`config.mk`:
```
export PLATFORM = sky130hd
export DESIGN_NAME = gf2_45_field_alu_flat
export DESIGN_NICKNAME = d
export VERILOG_FILES = /design/src/rtl/core/gfa_pkg.sv /design/src/rtl/core/gfa_if.sv /design/src/rtl/core/gfa_clmul.sv /design/src/rtl/core/gfa_datapath.sv /design/src/rtl/core/gfa_sequencer.sv /design/src/rtl/core/gf2_45_field_alu.sv /design/src/flat_wrapper.sv
export SDC_FILE = /design/constraint.sdc
export NUM_CORES = 2
export LEC_CHECK = 0
export BUFFER_PORTS_ARGS = -buffer_cell sky130_fd_sc_hd__buf_2
export CAP_MARGIN = 10
export CORE_UTILIZATION = 40
export DETAILED_ROUTE_END_ITERATION = 8
export GPL_ROUTABILITY_DRIVEN = 0
export HOLD_SLACK_MARGIN = 0.08
export PLACE_DENSITY = 0.65
export SLEW_MARGIN = 15
export SYNTH_ARGS = -nofsm -noshare
export SYNTH_HDL_FRONTEND = slang
export SYNTH_SLANG_ARGS = --single-unit
```
`constraint.sdc`:
```
create_clock -name clk -period 15.84 [get_ports clk]
set_input_delay 3.168 -clock clk [delete_from_list [all_inputs] [get_ports clk]]
set_output_delay 3.168 -clock clk [all_outputs]
set_load 0.02 [all_outputs]
```
`src/rtl/core/gfa_pkg.sv`:
```
// ----------------------------------------------------------------------------
// gfa_pkg: shared types, constants and microcode for the GF(2^45) field ALU
// Field element widths, the control word layout, the program ROM and the
// entry point of each operation's program.
// ----------------------------------------------------------------------------
package gfa_pkg;

    localparam int ELEM_W     = 45;
    localparam int HALF_LO_W  = 23;
    localparam int HALF_HI_W  = ELEM_W - HALF_LO_W;
    localparam int PP_W       = ELEM_W + HALF_LO_W - 1;
    localparam int PROD_W     = 2 * ELEM_W;
    localparam int INV_ROUNDS = 43;
    localparam int CNT_W      = 6;
    localparam int UPC_W      = 5;

    typedef logic [ELEM_W-1:0] elem_t;
    typedef logic [UPC_W-1:0]  upc_t;
    typedef logic [CNT_W-1:0]  cnt_t;

    typedef enum logic [1:0] {
        OP_ADD = 2'd0,
        OP_MUL = 2'd1,
        OP_INV = 2'd2,
        OP_DOT = 2'd3
    } op_t;

    typedef enum logic [1:0] {
        PP_NONE = 2'd0,
        PP_LO   = 2'd1,
        PP_HI   = 2'd2
    } pp_op_t;

    typedef enum logic {
        OPND_T1 = 1'b0,
        OPND_T2 = 1'b1
    } opnd_t;

    typedef enum logic {
        RES_SUM = 1'b0,
        RES_RED = 1'b1
    } res_t;

    typedef enum logic [1:0] {
        DST_NONE = 2'd0,
        DST_T1   = 2'd1,
        DST_T2   = 2'd2,
        DST_ACC  = 2'd3
    } dst_t;

    typedef enum logic [1:0] {
        EMIT_NONE = 2'd0,
        EMIT_RES  = 2'd1,
        EMIT_ACC  = 2'd2
    } emit_t;

    typedef struct packed {
        pp_op_t pp_op;
        opnd_t  sel_x;
        opnd_t  sel_y;
        res_t   res_sel;
        dst_t   dst;
        emit_t  emit;
        logic   cnt_load;
        logic   loop_back;
        upc_t   jump_to;
        logic   last_step;
    } ctrl_t;

    // Program entry points.
    localparam upc_t UA_ADD  = 5'd0;
    localparam upc_t UA_MUL  = 5'd1;
    localparam upc_t UA_DOT  = 5'd4;
    localparam upc_t UA_INV  = 5'd7;
    localparam upc_t UA_LOOP = 5'd10;

    localparam ctrl_t CTRL_NOP = '{
        pp_op:     PP_NONE,
        sel_x:     OPND_T1,
        sel_y:     OPND_T2,
        res_sel:   RES_RED,
        dst:       DST_NONE,
        emit:      EMIT_NONE,
        cnt_load:  1'b0,
        loop_back: 1'b0,
        jump_to:   UA_ADD,
        last_step: 1'b0
    };

    function automatic upc_t start_addr(input op_t op);
        upc_t a;
        case (op)
            OP_ADD:  a = UA_ADD;
            OP_MUL:  a = UA_MUL;
            OP_INV:  a = UA_INV;
            OP_DOT:  a = UA_DOT;
            default: a = UA_ADD;
        endcase
        return a;
    endfunction

    // Every field multiply is three steps: low partial product, high partial
    // product, then the fold of the 90-bit product into a field element.
    function automatic ctrl_t microcode(input upc_t upc);
        ctrl_t w;
        w = CTRL_NOP;
        case (upc)
            5'd0:
            begin
                w.res_sel   = RES_SUM;
                w.emit      = EMIT_RES;
                w.last_step = 1'b1;
            end
            5'd1: w.pp_op = PP_LO;
            5'd2: w.pp_op = PP_HI;
            5'd3:
            begin
                w.emit      = EMIT_RES;
                w.last_step = 1'b1;
            end
            5'd4: w.pp_op = PP_LO;
            5'd5: w.pp_op = PP_HI;
            5'd6:
            begin
                w.dst       = DST_ACC;
                w.emit      = EMIT_ACC;
                w.last_step = 1'b1;
            end
            // Inverse: t2 = t1 * t1.
            5'd7:
            begin
                w.pp_op    = PP_LO;
                w.sel_y    = OPND_T1;
                w.cnt_load = 1'b1;
            end
            5'd8:
            begin
                w.pp_op = PP_HI;
                w.sel_y = OPND_T1;
            end
            5'd9: w.dst = DST_T2;
            // Round: t1 = t1 * t2, then t2 = t2 * t2.
            5'd10: w.pp_op = PP_LO;
            5'd11: w.pp_op = PP_HI;
            5'd12: w.dst = DST_T1;
            5'd13:
            begin
                w.pp_op = PP_LO;
                w.sel_x = OPND_T2;
            end
            5'd14:
            begin
                w.pp_op = PP_HI;
                w.sel_x = OPND_T2;
            end
            5'd15:
            begin
                w.dst       = DST_T2;
                w.loop_back = 1'b1;
                w.jump_to   = UA_LOOP;
            end
            // Final squaring of t1.
            5'd16:
            begin
                w.pp_op = PP_LO;
                w.sel_y = OPND_T1;
            end
            5'd17:
            begin
                w.pp_op = PP_HI;
                w.sel_y = OPND_T1;
            end
            5'd18:
            begin
                w.emit      = EMIT_RES;
                w.last_step = 1'b1;
            end
            default: w.last_step = 1'b1;
        endcase
        return w;
    endfunction

endpackage

```
`src/rtl/core/gfa_if.sv`:
```
// ----------------------------------------------------------------------------
// gfa_if: request and response channels of the GF(2^45) field ALU
// Valid/ready channels; an item moves when valid and ready are both high.
// ----------------------------------------------------------------------------
interface gfa_req_if;
    logic                      valid;
    logic                      ready;
    logic [1:0]                req_type;
    logic [gfa_pkg::ELEM_W-1:0] operand_a;
    logic [gfa_pkg::ELEM_W-1:0] operand_b;
    logic                      last_term;

    modport source (output valid, output req_type, output operand_a,
                    output operand_b, output last_term, input ready);
    modport sink   (input valid, input req_type, input operand_a,
                    input operand_b, input last_term, output ready);
endinterface

interface gfa_rsp_if;
    logic                      valid;
    logic                      ready;
    logic [gfa_pkg::ELEM_W-1:0] field_result;

    modport source (output valid, output field_result, input ready);
    modport sink   (input valid, input field_result, output ready);
endinterface

```
`src/rtl/core/gfa_clmul.sv`:
```
// ----------------------------------------------------------------------------
// gfa_clmul: carry-less partial product unit
// Multiplies a full field element by a 23-bit slice of the other operand.
// ----------------------------------------------------------------------------
module gfa_clmul
(
    input  logic [gfa_pkg::ELEM_W-1:0]    x,
    input  logic [gfa_pkg::HALF_LO_W-1:0] y,
    output logic [gfa_pkg::PP_W-1:0]      p
);

    logic [gfa_pkg::PP_W-1:0] x_ext;

    assign x_ext = {{(gfa_pkg::PP_W - gfa_pkg::ELEM_W){1'b0}}, x};

    always_comb
    begin
        p = '0;
        for (int i = 0; i < gfa_pkg::HALF_LO_W; i++)
        begin
            if (y[i])
            begin
                p = p ^ (x_ext << i);
            end
        end
    end

endmodule

```
`src/rtl/core/gfa_datapath.sv`:
```
// ----------------------------------------------------------------------------
// gfa_datapath: operand registers, product register, fold and accumulator
// Executes one control word per step when step_en is high.
// ----------------------------------------------------------------------------
module gfa_datapath
(
    input  logic                       clk,
    input  logic                       rst_n,
    input  logic                       load,
    input  logic [gfa_pkg::ELEM_W-1:0] operand_a,
    input  logic [gfa_pkg::ELEM_W-1:0] operand_b,
    input  logic                       last_term,
    input  gfa_pkg::ctrl_t             ctrl,
    input  logic                       step_en,
    output logic                       emit_want,
    output logic [gfa_pkg::ELEM_W-1:0] emit_data
);

    gfa_pkg::elem_t             t1_reg, t1_next;
    gfa_pkg::elem_t             t2_reg, t2_next;
    gfa_pkg::elem_t             acc_reg, acc_next;
    logic [gfa_pkg::PROD_W-1:0] prod_reg, prod_next;
    logic                       last_reg, last_next;

    gfa_pkg::elem_t                x_sel, y_sel;
    logic [gfa_pkg::HALF_LO_W-1:0] y_part;
    logic [gfa_pkg::PP_W-1:0]      pp;
    gfa_pkg::elem_t                prod_lo, prod_hi, fold_g, red, res, acc_sum;

    assign x_sel = (ctrl.sel_x == gfa_pkg::OPND_T1) ? t1_reg : t2_reg;
    assign y_sel = (ctrl.sel_y == gfa_pkg::OPND_T1) ? t1_reg : t2_reg;

    assign y_part = (ctrl.pp_op == gfa_pkg::PP_HI)
        ? {{(gfa_pkg::HALF_LO_W - gfa_pkg::HALF_HI_W){1'b0}},
           y_sel[gfa_pkg::ELEM_W-1:gfa_pkg::HALF_LO_W]}
        : y_sel[gfa_pkg::HALF_LO_W-1:0];

    gfa_clmul u_clmul
    (
        .x (x_sel),
        .y (y_part),
        .p (pp)
    );

    // Fold of the upper half: x^45 = x^4 + x^3 + x + 1, with the spill of
    // bits 41 to 44 folded back once more.
    assign prod_lo = prod_reg[gfa_pkg::ELEM_W-1:0];
    assign prod_hi = prod_reg[gfa_pkg::PROD_W-1:gfa_pkg::ELEM_W];
    assign fold_g  = prod_hi ^ (prod_hi >> (gfa_pkg::ELEM_W - 4))
                             ^ (prod_hi >> (gfa_pkg::ELEM_W - 3))
                             ^ (prod_hi >> (gfa_pkg::ELEM_W - 1));
    assign red     = prod_lo ^ (fold_g << 4) ^ (fold_g << 3) ^ (fold_g << 1) ^ fold_g;

    assign res     = (ctrl.res_sel == gfa_pkg::RES_SUM) ? (t1_reg ^ t2_reg) : red;
    assign acc_sum = acc_reg ^ res;

    always_comb
    begin
        case (ctrl.emit)
            gfa_pkg::EMIT_RES:
            begin
                emit_want = 1'b1;
                emit_data = res;
            end
            gfa_pkg::EMIT_ACC:
            begin
                emit_want = last_reg;
                emit_data = acc_sum;
            end
            default:
            begin
                emit_want = 1'b0;
                emit_data = res;
            end
        endcase
    end

    always_comb
    begin
        t1_next   = t1_reg;
        t2_next   = t2_reg;
        acc_next  = acc_reg;
        prod_next = prod_reg;
        last_next = last_reg;
        if (step_en)
        begin
            case (ctrl.pp_op)
                gfa_pkg::PP_LO:
                    prod_next = {{(gfa_pkg::PROD_W - gfa_pkg::PP_W){1'b0}}, pp};
                gfa_pkg::PP_HI:
                    prod_next = prod_reg ^ {pp, {gfa_pkg::HALF_LO_W{1'b0}}};
                default:
                    prod_next = prod_reg;
            endcase
            case (ctrl.dst)
                gfa_pkg::DST_T1:  t1_next = res;
                gfa_pkg::DST_T2:  t2_next = res;
                gfa_pkg::DST_ACC: acc_next = last_reg ? '0 : acc_sum;
                default:          t1_next = t1_reg;
            endcase
        end
        // Programs never write t1 or t2 in their last step, so a new item
        // may load while the previous one finishes.
        if (load)
        begin
            t1_next   = operand_a;
            t2_next   = operand_b;
            last_next = last_term;
        end
    end

    always_ff @(posedge clk or negedge rst_n)
    begin
        if (!rst_n)
        begin
            acc_reg <= '0;
        end
        else
        begin
            acc_reg <= acc_next;
        end
    end

    always_ff @(posedge clk)
    begin
        t1_reg   <= t1_next;
        t2_reg   <= t2_next;
        prod_reg <= prod_next;
        last_reg <= last_next;
    end

endmodule

```
`src/rtl/core/gfa_sequencer.sv`:
```
// ----------------------------------------------------------------------------
// gfa_sequencer: micro-program counter, loop counter and control ROM
// Dispatches on the operation code and steps through the program.
// ----------------------------------------------------------------------------
module gfa_sequencer
(
    input  logic           clk,
    input  logic           rst_n,
    input  logic           start,
    input  logic [1:0]     req_type,
    input  logic           step_en,
    output logic           busy,
    output gfa_pkg::ctrl_t ctrl
);

    logic          busy_reg, busy_next;
    gfa_pkg::upc_t upc_reg, upc_next;
    gfa_pkg::cnt_t cnt_reg, cnt_next;

    assign ctrl = gfa_pkg::microcode(upc_reg);
    assign busy = busy_reg;

    always_comb
    begin
        busy_next = busy_reg;
        upc_next  = upc_reg;
        cnt_next  = cnt_reg;
        if (step_en)
        begin
            if (ctrl.last_step)
            begin
                busy_next = 1'b0;
            end
            else if (ctrl.loop_back && (cnt_reg != '0))
            begin
                upc_next = ctrl.jump_to;
            end
            else
            begin
                upc_next = upc_reg + gfa_pkg::UPC_W'(1);
            end
            if (ctrl.cnt_load)
            begin
                cnt_next = gfa_pkg::CNT_W'(gfa_pkg::INV_ROUNDS - 1);
            end
            else if (ctrl.loop_back && (cnt_reg != '0))
            begin
                cnt_next = cnt_reg - gfa_pkg::CNT_W'(1);
            end
        end
        if (start)
        begin
            busy_next = 1'b1;
            upc_next  = gfa_pkg::start_addr(gfa_pkg::op_t'(req_type));
        end
    end

    always_ff @(posedge clk or negedge rst_n)
    begin
        if (!rst_n)
        begin
            busy_reg <= 1'b0;
            upc_reg  <= '0;
            cnt_reg  <= '0;
        end
        else
        begin
            busy_reg <= busy_next;
            upc_reg  <= upc_next;
            cnt_reg  <= cnt_next;
        end
    end

endmodule

```
`src/rtl/core/gf2_45_field_alu.sv`:
```
// ----------------------------------------------------------------------------
// gf2_45_field_alu: add, multiply, inverse and dot product in GF(2^45)
// Modulus x^45 + x^4 + x^3 + x + 1. A microcoded sequencer drives a datapath
// with a shared 45x23 carry-less partial product unit.
//
//   Channel  Dir  Payload                                        Moves when
//   req      in   req_type, operand_a, operand_b, last_term      valid & ready
//   rsp      out  field_result                                   valid & ready
//
// Add takes one step, so adds stream at one item per cycle unless the output
// stalls. Multiply and dot accumulate take three steps each: two passes
// through the partial product unit and one fold. Inverse runs 88 field
// multiplies. A new item is taken in the cycle the previous program ends.
// Reset clears the sequencer, output valid bit and dot accumulator. A stalled
// output holds the emitting step until the output register frees up.
// ----------------------------------------------------------------------------
module gf2_45_field_alu
(
    input  logic       clk,
    input  logic       rst_n,
    gfa_req_if.sink    req,
    gfa_rsp_if.source  rsp
);

    gfa_pkg::ctrl_t ctrl;
    logic           busy;
    logic           emit_want;
    gfa_pkg::elem_t emit_data;
    logic           out_free, step_go, step_en, accept;

    logic           out_valid_reg, out_valid_next;
    gfa_pkg::elem_t out_data_reg, out_data_next;

    assign out_free  = !out_valid_reg || rsp.ready;
    assign step_go   = !emit_want || out_free;
    assign step_en   = busy && step_go;
    assign req.ready = !busy || (ctrl.last_step && step_go);
    assign accept    = req.valid && req.ready;

    gfa_sequencer u_seq
    (
        .clk      (clk),
        .rst_n    (rst_n),
        .start    (accept),
        .req_type (req.req_type),
        .step_en  (step_en),
        .busy     (busy),
        .ctrl     (ctrl)
    );

    gfa_datapath u_dp
    (
        .clk       (clk),
        .rst_n     (rst_n),
        .load      (accept),
        .operand_a (req.operand_a),
        .operand_b (req.operand_b),
        .last_term (req.last_term),
        .ctrl      (ctrl),
        .step_en   (step_en),
        .emit_want (emit_want),
        .emit_data (emit_data)
    );

    always_comb
    begin
        out_valid_next = out_valid_reg;
        out_data_next  = out_data_reg;
        if (step_en && emit_want)
        begin
            out_valid_next = 1'b1;
            out_data_next  = emit_data;
        end
        else if (rsp.ready)
        begin
            out_valid_next = 1'b0;
        end
    end

    always_ff @(posedge clk or negedge rst_n)
    begin
        if (!rst_n)
        begin
            out_valid_reg <= 1'b0;
        end
        else
        begin
            out_valid_reg <= out_valid_next;
        end
    end

    always_ff @(posedge clk)
    begin
        out_data_reg <= out_data_next;
    end

    assign rsp.valid        = out_valid_reg;
    assign rsp.field_result = out_data_reg;

    // An emitting step never overwrites an item still waiting at the output.
    a_no_overwrite: assert property (@(posedge clk) disable iff (!rst_n)
        (step_en && emit_want) |-> out_free)
        else $error("result overwrote an untaken item");

    // An accepted item always starts a program.
    a_start_busy: assert property (@(posedge clk) disable iff (!rst_n)
        accept |=> busy)
        else $error("accepted item did not start the sequencer");

    // The output register fills only from an emitting step.
    a_emit_source: assert property (@(posedge clk) disable iff (!rst_n)
        $rose(out_valid_reg) |-> $past(step_en && emit_want))
        else $error("output became valid without an emitting step");

endmodule

```
`src/flat_wrapper.sv`:
```
// flat-port wrapper written by rule: the top's interface ports become plain ports
module gf2_45_field_alu_flat 
  (clk, rst_n, req_valid, req_req_type, req_operand_a, req_operand_b, req_last_term, req_ready, rsp_valid, rsp_field_result, rsp_ready);
  gfa_req_if req_i ();
  gfa_rsp_if rsp_i ();
  input  logic clk;
  input  logic rst_n;
  input wire logic [$bits(req_i.valid)-1:0] req_valid;
  input wire logic [$bits(req_i.req_type)-1:0] req_req_type;
  input wire logic [$bits(req_i.operand_a)-1:0] req_operand_a;
  input wire logic [$bits(req_i.operand_b)-1:0] req_operand_b;
  input wire logic [$bits(req_i.last_term)-1:0] req_last_term;
  output wire logic [$bits(req_i.ready)-1:0] req_ready;
  output wire logic [$bits(rsp_i.valid)-1:0] rsp_valid;
  output wire logic [$bits(rsp_i.field_result)-1:0] rsp_field_result;
  input wire logic [$bits(rsp_i.ready)-1:0] rsp_ready;
  assign req_i.valid = req_valid;
  assign req_i.req_type = req_req_type;
  assign req_i.operand_a = req_operand_a;
  assign req_i.operand_b = req_operand_b;
  assign req_i.last_term = req_last_term;
  assign req_ready = req_i.ready;
  assign rsp_valid = rsp_i.valid;
  assign rsp_field_result = rsp_i.field_result;
  assign rsp_i.ready = rsp_ready;
  gf2_45_field_alu u_core (.clk(clk), .rst_n(rst_n), .req(req_i), .rsp(rsp_i));
endmodule
```
# Word-level counts from Yosys, hierarchy flattened
# Cells that the tools add are included.
# W data, S select, Z words.
dict set report word_totals {
  regBits 284
  latch_bits 0
  mem_bits_rw 0
  rom_bits 0
  inputBits 97
  word_cells 164
  memories 0
}
dict set report classes {
  addsub 2
  multipliers 0
  div 0
  n_lt_le_gt_ge 0
  eq_ne 29
  shift 0
  n_mux 56
  bitwise_logic 32
  n_reduce_logical 35
}
# cell n
set ops {}
lappend ops {{$mux W67} 21}
lappend ops {{$mux W45} 12}
lappend ops {{$xor A45 B45 Y45} 6}
lappend ops {{$pmux W90 S2} 1}
lappend ops {{$xor A90 B90 Y90} 1}
lappend ops {{$xor A67 B47 Y67} 1}
lappend ops {{$xor A67 B48 Y67} 1}
lappend ops {{$xor A67 B49 Y67} 1}
lappend ops {{$xor A67 B50 Y67} 1}
lappend ops {{$xor A67 B51 Y67} 1}
lappend ops {{$xor A67 B52 Y67} 1}
lappend ops {{$xor A67 B53 Y67} 1}
lappend ops {{$xor A67 B54 Y67} 1}
lappend ops {{$xor A67 B55 Y67} 1}
lappend ops {{$xor A67 B56 Y67} 1}
lappend ops {{$xor A67 B57 Y67} 1}
lappend ops {{$xor A67 B58 Y67} 1}
lappend ops {{$xor A67 B59 Y67} 1}
lappend ops {{$xor A67 B60 Y67} 1}
lappend ops {{$xor A67 B61 Y67} 1}
lappend ops {{$xor A67 B62 Y67} 1}
lappend ops {{$xor A67 B63 Y67} 1}
lappend ops {{$xor A67 B64 Y67} 1}
lappend ops {{$xor A67 B65 Y67} 1}
lappend ops {{38 further kinds} 94}

# Depth between registers and ports, before layout
dict set report logic_depth {
  word_depth 52
  ltp_mapped 23
  mapped_depth_nobuf 18
}

# Modules after synthesis
# From an unflattened synthesis, not the netlist that was laid out.
dict set report hier_totals {
  hier_cells 3572
  hier_area_um2 30964.7
}
# mod n_inst cells_per_inst area_each_um2 seq_area_each_um2
set by_module_without_submodules {}
lappend by_module_without_submodules {gfa_datapath 1 1206 14237.4 6561.3}
lappend by_module_without_submodules {gfa_clmul 1 2173 14119.8 0.0}
lappend by_module_without_submodules {gf2_45_field_alu 1 55 1428.9 1376.3}
lappend by_module_without_submodules {gfa_sequencer 1 138 1178.6 300.3}

# Worst setup path after synthesis
# OpenSTA, ideal clock, no wires.
dict set report synth_path {
  path_type {input -> register}
  start {input rsp_ready}
  end {register u_core.u_dp.t2_reg[0] (enable)}
  setup_ns 0.572
  arrival_time_ns 8.243
  setup_slack_ns 7.025
  stages 4
  cell_sequence {nor4b_1 > nand2b_1 > clkbuf_1 > o41ai_1}
}
dict set report synth_between {
  elab_chain_len 7
  elab_cells_between_ends 9
  classes_between {9 x reduce/logical}
}
# element line
set synth_rtl {}
lappend synth_rtl {{start: declaration} flat_wrapper.sv:16} ;# input wire logic [$bits(rsp_i.ready)-1:0] rsp_ready;
lappend synth_rtl {{$logic_or A1 B1 Y1 (*)} gf2_45_field_alu.sv:34} ;# assign out_free = !out_valid_reg || rsp.ready;
lappend synth_rtl {{$logic_or A1 B1 Y1 (*)} gf2_45_field_alu.sv:35} ;# assign step_go = !emit_want || out_free;
lappend synth_rtl {{$logic_and A1 B1 Y1} gf2_45_field_alu.sv:37} ;# assign req.ready = !busy || (ctrl.last_step && step_go);
lappend synth_rtl {{$logic_or A1 B1 Y1} gf2_45_field_alu.sv:37}
lappend synth_rtl {{$logic_and A1 B1 Y1} gf2_45_field_alu.sv:38} ;# assign accept = req.valid && req.ready;
lappend synth_rtl {{$reduce_bool A2 Y1 (no source line)} n/a}
lappend synth_rtl {{$reduce_and A2 Y1 (no source line) (*)} n/a}
lappend synth_rtl {{end signal: assignment} gfa_datapath.sv:127} ;# t2_reg <= t2_next;
lappend synth_rtl {{end: declaration} gfa_datapath.sv:20} ;# gfa_pkg::elem_t t2_reg, t2_next;
# Every way passes the cells marked *; elsewhere a longest branch is shown, timed or not.
# A chain may end at the register's enable or synchronous reset.

# Worst setup path after layout
dict set report layout_path {
  start {input rsp_ready}
  end {output req_ready}
}
dict set report layout_between {
  elab_chain_len 4
}
# element line
set layout_rtl {}
lappend layout_rtl {{$logic_or A1 B1 Y1} gf2_45_field_alu.sv:34}
lappend layout_rtl {{$logic_or A1 B1 Y1} gf2_45_field_alu.sv:35}
lappend layout_rtl {{$logic_and A1 B1 Y1} gf2_45_field_alu.sv:37}
lappend layout_rtl {{$logic_or A1 B1 Y1} gf2_45_field_alu.sv:37}
lappend layout_rtl {{end: declaration} flat_wrapper.sv:13} ;# output wire logic [$bits(req_i.ready)-1:0] req_ready;
# Every way passes these cells.

==> impl_metrics.csv <==
group,metric,value,unit
route,ant_nets,0,
route,vias,25552,
final_layout,area_growth,6.18,%
synthesis,synth_area,30100,um2
synthesis,synth_fp_nets,3847,
placement,port_buffers,143,
setup_path,start_kind,"input pin",
cts,htree_levels,1,
floorplanning,fp.dieArea,76300,um2
timing,tns,0,ns
synthesis,synth_top_area_share,0.277,
placement,hpwlAfterDp,61.3,mm
synthesis,syn_area_per_cell,8.05,um2
final_layout,final_cell_mix,"nand2_1, xnor2_1, xor2_1, nor2_1, edfxtp_1",
setup_path,end_kind,"output port",
floorplanning,io_pins,144,
synthesis,ys.flop_type,"edfxtp_1",
setup_path,crit_fanout,3,
synthesis,yosysTopAreaCell,"xnor2_1",
timing,rsz0062_at_grt,"no",
floorplanning,die_w,276,um
timing,maxSlewViolCount,0,
setup_path,crit_path_end,"req_ready",
timing,max-slew-margin-rel,0.246,
grt,met3_usage,0.0375,
timing,max_freq,139,MHz
setup_path,criticalPathCategory,"input pin to output port",
synthesis,synth_cells,3737,
synthesis,seq_area_frac_synth,0.274,
final_layout,largest_reg_flops,90,
final_layout,final_common_cell,"nand2_1",
synthesis,synth.distinct_cells,47,
synthesis,synth-seq-cells,284,
final_layout,fillers,7239,
final_layout,drive_gt1_frac,0.0899,
route,totalWireLength,102,mm
timing,layout_min_cycle_time,7.19,ns
cts,clock_sinks,284,
final_layout,nets,3779,
grt,antenna_found_initial,1,
cts,clk_path_buf_depth,3,
final_layout,utilization,0.429,
grt,busiest_layer,"met2",
hold_path,hold_start,"u_core.rsp.valid",
setup_path,ff2ff_path_depth,18,
route,drt-initial-drc-count,3375,
grt,grt_usage,0.258,
setup_path,reg2reg_to,"u_core.u_dp.prod_reg[70]",
synthesis,synth-edff-count,226,
cts,post_cts_resize_count,0,
grt,grt_use_met1,0.346,
timing,finalSetupViolations,0,
grt,first_global_vias,23693,
setup_path,worstPathArrival,4.02,ns
route,dr.pass1.iters,6,
floorplanning,initial_core_util,0.404,
grt,grt_pass1_wl,151,mm
timing,hold_viol_final,0,
grt,grt_max_degree,91,
timing,fin_crit_sh,0.454,
timing,worstMarginPinSlew,1.13,ns
hold_path,hp-class,"flop to flop",
floorplanning,core_area,74400,um2
setup_path,rrSetupSlack,9.92,ns
floorplanning,fp-row-count,100,
setup_path,r2r-start,"u_core.u_seq.upc_reg[2]",
grt,grtUsageMet2,0.417,
cts,ctsHoldBuffers,0,
route,drcViolationCount,0,
flow_run,drv_cap,0,
synthesis,yosys_warnings,0,
route,drt-wirelength-per-cell,21.9,um
outcome,outcome,"finished, final reports clean",
synthesis,async_reset_ff_frac,0.204,
setup_path,required,12.67,ns
cts,cts_made_buffers,30,
route,drt-vias-per-instance,5.48,
cts,post-cts-setup-buffers,0,
cts,clk_latency,0.59,ns
cts,clk_pin_slew,0.06,ns
floorplanning,die_h,276,um
setup_path,setup.worst_path.start,"rsp_ready",
cts,cts_root_buf,"clkbuf_16",
grt,gr-total-overflow,0,
synthesis,synthTopCellsByArea,"xnor2_1, edfxtp_1, nand2_1",
cts,cts_tree,"yes",
timing,finalClockSkew,0.0158,ns
==> Yosys cell counts, types with 12 or more instances <==
cell and count:
a21oi_1 55, mux2_2 49, xnor2_2 18, and2_1 12, mux2i_1 67, clkbuf_1 121
nor2_1 231, dfrtp_1 58, nor3b_1 31, buf_6 23, o21ai_0 67, edfxtp_1 226
buf_2 111, xnor3_1 14, inv_1 14, buf_1 21, nand2_1 1276, xnor2_1 951
ha_1 13, mux4_2 22, xor2_1 297
==> per-layer routing <==
metal	up-vias	part of all wire
met1	12294	0.40
li1	11488	-
met3	304	0.10
met5	-	0.00013
met2	1464	0.45
met4	2	0.043
==> worst min-delay path by stage <==
stage          slack, ns                 endpoint  depth (start not counted)
6_report            0.51         u_core.rsp.valid                          1
5_1_grt             0.54         u_core.rsp.valid                          1
4_1_cts             0.51         u_core.rsp.valid                          1
3_5_place_dp        0.49         u_core.rsp.valid                          1
3_3_place_gp        0.50         u_core.rsp.valid                          1
2_1_floorplan       0.49  u_core.u_seq.cnt_reg[5]                          2
==> critical path: stages <==
cell and delay, ns:
buf_2 0.11, nor4b_1 0.30, o21ai_0 0.23, buf_2 0.22
==> cells by family after synthesis <==
| family | after synthesis | share of synthesized area |
|---|---|---|
| xor gates and xnor gates | 1280 | 0.384 |
| DFF | 284 | 0.274 |
| muxes | 138 | 0.0571 |
| AOI/OAI and AO/OA | 143 | 0.0252 |
| buffers and inverters | 300 | 0.0489 |
| adders and majority gates | 13 | 0.00541 |
| and+or+nand+nor | 1579 | 0.206 |
==> cell type report <==
| class | instances | area [um2] | share of cell area |
|---|---|---|---|
| Clock inverter | 9 | 90.1 | 0.00282 |
| Sequential cell | 284 | 8240 | 0.258 |
| Timing Repair Buffer | 185 | 1030 | 0.0323 |
| Antenna cell | 1 | 2.50 | 0.0000784 |
| Tap cell | 969 | 1210 | 0.0380 |
| Multi-Input combinational cell | 3153 | 20400 | 0.640 |
| Inverter | 15 | 56.3 | 0.00176 |
| Clock buffer | 47 | 866 | 0.0271 |
==> per-stage QoR <==
stage	instances	hold WS, ns	area, um2	setup slack [ns]
2_1_floorplan	3737	0.489	30100	7.02
3_5_place_dp	4606	0.490	31000	8.66
4_1_cts	4662	0.513	31900	8.65
6_report	4663	0.510	31900	8.65
5_1_grt	4662	0.540	31900	8.35
3_3_place_gp	4606	0.501	31000	8.65
Power is left out: the tool's default activity adds up to more than one toggle a clock period on the data nets, which glitch-free logic cannot reach.
